<file path="src/design/sjqs_pkg.sv">
// Package with the shared types, codes and helper functions of the job queue steering block.
package sjqs_pkg;

    localparam int MAX_QUEUES      = 8;
    localparam int QUEUE_BITS      = 3;
    localparam int QUEUE_DEPTH_DEF = 4096;
    localparam int HANDLE_BITS     = 16;
    localparam int PENDING_BITS    = 16;
    localparam int COUNT_CFG_BITS  = 4;
    localparam int CAP_CFG_BITS    = 13;
    localparam int CFG_DATA_BITS   = 13;
    localparam int IN_DATA_BITS    = 32;
    localparam int OUT_DATA_BITS   = 40;

    localparam logic [COUNT_CFG_BITS-1:0] ACTIVE_RESET   = 4'd4;
    localparam logic [CAP_CFG_BITS-1:0]   CAPACITY_RESET = 13'd4096;

    typedef enum logic [1:0] {
        OP_KEYED = 2'd0,
        OP_RR    = 2'd1,
        OP_TAKE  = 2'd2,
        OP_QUERY = 2'd3
    } op_t;

    typedef enum logic [2:0] {
        STAT_OK    = 3'd0,
        STAT_FULL  = 3'd1,
        STAT_EMPTY = 3'd2,
        STAT_NULL  = 3'd3,
        STAT_BAD   = 3'd4
    } status_t;

    typedef enum logic {
        CFG_ACTIVE   = 1'b0,
        CFG_CAPACITY = 1'b1
    } cfg_index_t;

    typedef struct packed {
        logic capture;
        logic eval;
        logic load;
    } ctrl_cmd_t;

    typedef struct packed {
        logic out_free;
    } dp_stat_t;

    // Effective queue count: zero acts as one, anything above the maximum as the maximum.
    function automatic logic [COUNT_CFG_BITS-1:0] eff_count(
        input logic [COUNT_CFG_BITS-1:0] active
    );
        logic [COUNT_CFG_BITS-1:0] res;
        if (active == '0)
        begin
            res = 4'd1;
        end
        else if (active > 4'(MAX_QUEUES))
        begin
            res = 4'(MAX_QUEUES);
        end
        else
        begin
            res = active;
        end
        return res;
    endfunction

    // Remainder of an 8-bit value by a count of one to eight, using reciprocal multiplies.
    function automatic logic [QUEUE_BITS-1:0] mod_count(
        input logic [7:0]                val,
        input logic [COUNT_CFG_BITS-1:0] cnt
    );
        logic [16:0] p3;
        logic [16:0] p3h;
        logic [15:0] p5;
        logic [16:0] p7;
        logic [7:0]  r3;
        logic [7:0]  r3h;
        logic [7:0]  r5;
        logic [7:0]  r7;
        logic [QUEUE_BITS-1:0] res;
        p3  = val * 9'd171;
        p3h = {1'b0, val[7:1]} * 9'd171;
        p5  = val * 8'd205;
        p7  = val * 9'd293;
        r3  = val - 8'(p3[16:9] * 8'd3);
        r3h = {1'b0, val[7:1]} - 8'(p3h[16:9] * 8'd3);
        r5  = val - 8'(p5[15:10] * 8'd5);
        r7  = val - 8'(p7[16:11] * 8'd7);
        case (cnt)
            4'd1:    res = 3'd0;
            4'd2:    res = {2'b00, val[0]};
            4'd3:    res = r3[2:0];
            4'd4:    res = {1'b0, val[1:0]};
            4'd5:    res = r5[2:0];
            4'd6:    res = {r3h[1:0], val[0]};
            4'd7:    res = r7[2:0];
            default: res = val[2:0];
        endcase
        return res;
    endfunction

endpackage

</file>
<file path="src/design/sjqs_ctrl.sv">
// Controller state machine that sequences capture, evaluation and result loading.
module sjqs_ctrl (
    input  logic                clk,
    input  logic                rst_n,
    input  logic                s_tvalid,
    output logic                s_tready,
    input  sjqs_pkg::dp_stat_t  stat,
    output sjqs_pkg::ctrl_cmd_t cmd
);

    typedef enum logic [2:0] {
        S_IDLE = 3'b001,
        S_EVAL = 3'b010,
        S_LOAD = 3'b100
    } state_t;

    state_t state_reg;
    state_t state_next;

    always_comb
    begin
        state_next  = state_reg;
        s_tready    = 1'b0;
        cmd         = '0;
        case (state_reg)
            S_IDLE:
            begin
                s_tready = 1'b1;
                if (s_tvalid)
                begin
                    cmd.capture = 1'b1;
                    state_next  = S_EVAL;
                end
            end
            S_EVAL:
            begin
                cmd.eval   = 1'b1;
                state_next = S_LOAD;
            end
            S_LOAD:
            begin
                if (stat.out_free)
                begin
                    cmd.load = 1'b1;
                    s_tready = 1'b1;
                    if (s_tvalid)
                    begin
                        cmd.capture = 1'b1;
                        state_next  = S_EVAL;
                    end
                    else
                    begin
                        state_next = S_IDLE;
                    end
                end
            end
            default:
            begin
                state_next = S_IDLE;
            end
        endcase
    end

    always_ff @(posedge clk or negedge rst_n)
    begin
        if (!rst_n)
        begin
            state_reg <= S_IDLE;
        end
        else
        begin
            state_reg <= state_next;
        end
    end

endmodule

</file>
<file path="config.mk">
export PLATFORM = sky130hd
export DESIGN_NAME = sjqs_ctrl
export DESIGN_NICKNAME = d
export VERILOG_FILES = /design/src/design/sjqs_pkg.sv /design/src/design/sjqs_ctrl.sv
export SDC_FILE = /design/constraint.sdc
export NUM_CORES = 1
export LEC_CHECK = 0
export BUFFER_PORTS_ARGS = -buffer_cell sky130_fd_sc_hd__buf_4
export CORE_AREA = 5 5 42 44
export CTS_CLUSTER_DIAMETER = 120
export DETAILED_ROUTE_END_ITERATION = 8
export DIE_AREA = 0 0 47 49
export PLACE_DENSITY_LB_ADDON = 0.25
export SETUP_SLACK_MARGIN = 0.3
export SLEW_MARGIN = 5
export SYNTH_ARGS = -nofsm -noshare
export SYNTH_HDL_FRONTEND = slang
export SYNTH_SLANG_ARGS = --single-unit
</file>
<file path="constraint.sdc">
create_clock -name clk -period 1.9 [get_ports clk]
set_clock_uncertainty 0.1 [all_clocks]
set_input_delay 0.19 -clock clk [delete_from_list [all_inputs] [get_ports clk]]
set_output_delay 0.19 -clock clk [all_outputs]
set_load 0.1 [all_outputs]
</file>
Yosys cells after proc, flatten, opt, wreduce, memory -nomap -nowiden
Cells that the tools add are included.
- bits in registers: 3
- output and inout bits: 4
- word-level logic and storage cells: 18
- eq/ne operators: 5
- multiplexer cells: 11
- reductions and logical operators: 1
- operators by type and width (cell ; number):
    $pmux 3 s3 ; 1
    $mux 3 ; 2
    $mux 1 ; 5
    $ne 2x2->1 const B ; 2
    $pmux 1 s2 ; 2
    $eq 3x1->1 const B ; 1
    $eq 3x2->1 const B ; 1
    $eq 3x3->1 const B ; 1
    $mux 2 ; 1
    $reduce_and 2->1 ; 1

Logic depth before layout (Yosys ltp)
- depth after elaboration: 3
- gate-level depth with buffers: 3
- depth with buffers taken out: 3

Worst setup path before layout
Ideal clock, no wire load.
- path kind: flip-flop to output port
- start point: register state_reg[0]
- end point: output cmd[2] (netlist bit)
- data arrival time: 2.856 ns
- slack: -1.246 ns
- cell stages (with the launch flop): 3
- buffers on the path: 0
- path through: dfstp_2 -> mux2i_1 -> nor3b_1
- RTL lines (element ; RTL line ; source):
    start: declaration ; sjqs_ctrl.sv:17 ; state_t state_reg;
    start signal: assignment ; sjqs_ctrl.sv:72 ; state_reg <= state_next;
    end: declaration ; sjqs_ctrl.sv:8 ; output sjqs_pkg::ctrl_cmd_t cmd

==> impl_metrics.csv <==
group,metric,value,unit
status,status,"finished clean",
logic_synthesis,ys_top_cells_by_area,"dfrtp_1, dfstp_2, nor3b_1",
logic_synthesis,yosysTopAreaCell,"dfrtp_1",
place,port_buffers,7,
timing,final-max-slew-violation-count,0,
clock_network,cts_buffers,3,
setup_path,crit_fanout,3,
setup_path,path_buf_inv,1,
timing,fin_crit_sh,85.3,%
min_path,hold_path_class,"in2reg",
place,routabilityCongestion,0.747,
global_routing,grt_max_degree,9,
detailed_routing,first_pass_iters,4,
layout,diodes,0,
detailed_routing,post_drt_via_cell_ratio,3.65,
detailed_routing,via_count,175,
timing,final_hold_viol_count,0,
detailed_routing,ant_nets,0,
detailed_routing,detail_route.wl_per_cell,9.48,µm
global_routing,grt_use_total,5.01,%
setup_path,cp_data_required_time,1.61,ns
clock_network,cts_num_sinks,3,
die,die_area,2300,µm²
min_path,holdPathEnd,"state_reg[2]",
die,core-area,1400,µm²
layout,final_common_cell,"buf_4",
setup_path,cpLargestDelayFamily,"flip-flops",
logic_synthesis,postSynthCellCount,17,
global_routing,use_met3,2.21,%
setup_path,worst_path_largest_cell_delay,0.58,ns
die,initial_utilization,12.7,%
setup_path,crit_path_cell_trace,"mux2i_4, nor3b_4, buf_12",
layout,fin_nets,37,
die,die_h,49,µm
clock_network,clk_latency,0.23,ns
timing,finalCriticalPeriod,1.62,ns
logic_synthesis,synth_seq_cells,3,
layout,drive_above_1_share,71.9,%
setup_path,arrival,1.33,ns
timing,relSlewSlack,82.1,%
logic_synthesis,synth_nets,21,
global_routing,grt_util_met1,6.43,%
global_routing,grt_pass1_vias,196,
die,row_count,14,
logic_synthesis,synth_top_area_share,28.2,%
setup_path,start_kind,"flop",
detailed_routing,drc_errors,0,
timing,fmax,617,MHz
setup_path,criticalPathCategory,"reg2out",
timing,setup_viol,0,
logic_synthesis,syn_area_per_cell,10.5,µm²
detailed_routing,wl,455,µm
die,num_io_pins,8,
detailed_routing,drt_iter0_drc,4,
setup_path,end_kind,"primary output",
layout,syn_to_final_growth,107,%
logic_synthesis,synth_area,178,µm²
layout,largest_register_ffs,3,
flow_run,drv_cap,0,
setup_path,reg2reg_to,"state_reg[1]",
min_path,min_path_cells,3,
logic_synthesis,yosysWarnings,0,
setup_path,worst_r2r_path_depth,5,
global_routing,grt-busiest-layer,"met4",
clock_network,cts_htree_levels,1,
min_path,hp-start,"stat",
timing,setup-tns-final,0,ns
clock_network,clk_pin_slew,0.04,ns
layout,final_cell_mix,"buf_4, clkbuf_4, nor2_2, buf_6, dfrtp_2",
die,die_width,47,µm
timing,worst_pin_slew,0.264,ns
global_routing,grt-ovfl-total,0,
global_routing,antenna_found_initial,0,
setup_path,rrSetupSlack,0.56,ns
setup_path,rr_startpoint,"state_reg[0]",
clock_network,cts_tree,"done",
timing,rsz0062_at_grt,"yes",
setup_path,cp_slowest_cell,"dfstp_2",
global_routing,gr-usage-met2,4.75,%
clock_network,cts_root_buffer,"clkbuf_4",
layout,fillers,159,
clock_network,cts_buffer_depth,2,
logic_synthesis,synth_cell_types,13,
global_routing,grt_pass1_wl,786,µm
logic_synthesis,synth-seq-area-share,43.0,%
## Yosys cell counts
library cell / number
dfrtp_1: 2
nor3_1: 1
or3b_1: 1
and4bb_2: 1
mux2i_1: 1
nand2b_1: 1
and3b_2: 1
nor4b_1: 1
nor2b_1: 2
a21oi_1: 1
nor3b_1: 2
dfstp_2: 1
nor2_1: 2
## timing repair
action                                 CTS  global route
pin swaps                                1             0
endpoints found under the hold margin    3             0
gates cloned                             0             0
resized for setup                        5             3
hold buffers                             1             0
setup endpoints to repair                3             4
buffers inserted                         2             1
## cell type report
type	instances	area (µm²)	share of cell area, %
Multi-Input combinational cell	14	138	37.4
Sequential cell	3	78.8	21.4
Timing Repair Buffer	11	105	28.6
Tap cell	16	20.0	5.44
Clock buffer	4	26.3	7.14
## worst min-delay path, cell delays in order
cell and delay, ns:
buf_4 0.09, or3b_1 0.10, a21oi_1 0.06
## through the flow
stage	cell area (µm²)	util [%]	setup WS, ns	std cells	hold WS [ns]
2_1_floorplan	209	-	0.0766	17	-0.206
3_3_place_gp	282	20.1	0.431	40	-0.122
3_5_place_dp	282	20.1	0.410	40	-0.120
4_1_cts	350	25.0	0.272	47	0.133
5_1_grt	368	26.3	0.233	48	0.157
6_report	368	26.3	0.279	48	0.146
## worst max-delay path by stage
stage               slack (ns)  endpoint  cells after the start    startpoint
floorplan                 0.08    cmd[2]                      2  state_reg[0]
global placement          0.43    cmd[2]                      3  state_reg[0]
detailed placement        0.41    cmd[2]                      3  state_reg[0]
CTS                       0.27    cmd[2]                      4  state_reg[0]
global route              0.23    cmd[2]                      3  state_reg[0]
finish                    0.28    cmd[2]                      3  state_reg[0]
## metal layers
layer / wire length (µm) / up-vias
met5: 0 / -
met4: 17 / 0
met3: 72 / 2
met2: 167 / 10
met1: 198 / 70
li1: - / 93
## cells by family (layout without fill, tap and decap cells)
kind of cell / count (synthesis) / in the layout / synth area share [%]
compound gates: 1 / 1 / 2.81
buf+inv: 0 / 15 / 0
flops: 3 / 3 / 43.0
mux: 1 / 1 / 5.63
simple gates: 12 / 12 / 48.6
Power is left out: the tool's default activity adds up to more than one toggle a clock period on the data nets, which glitch-free logic cannot reach.
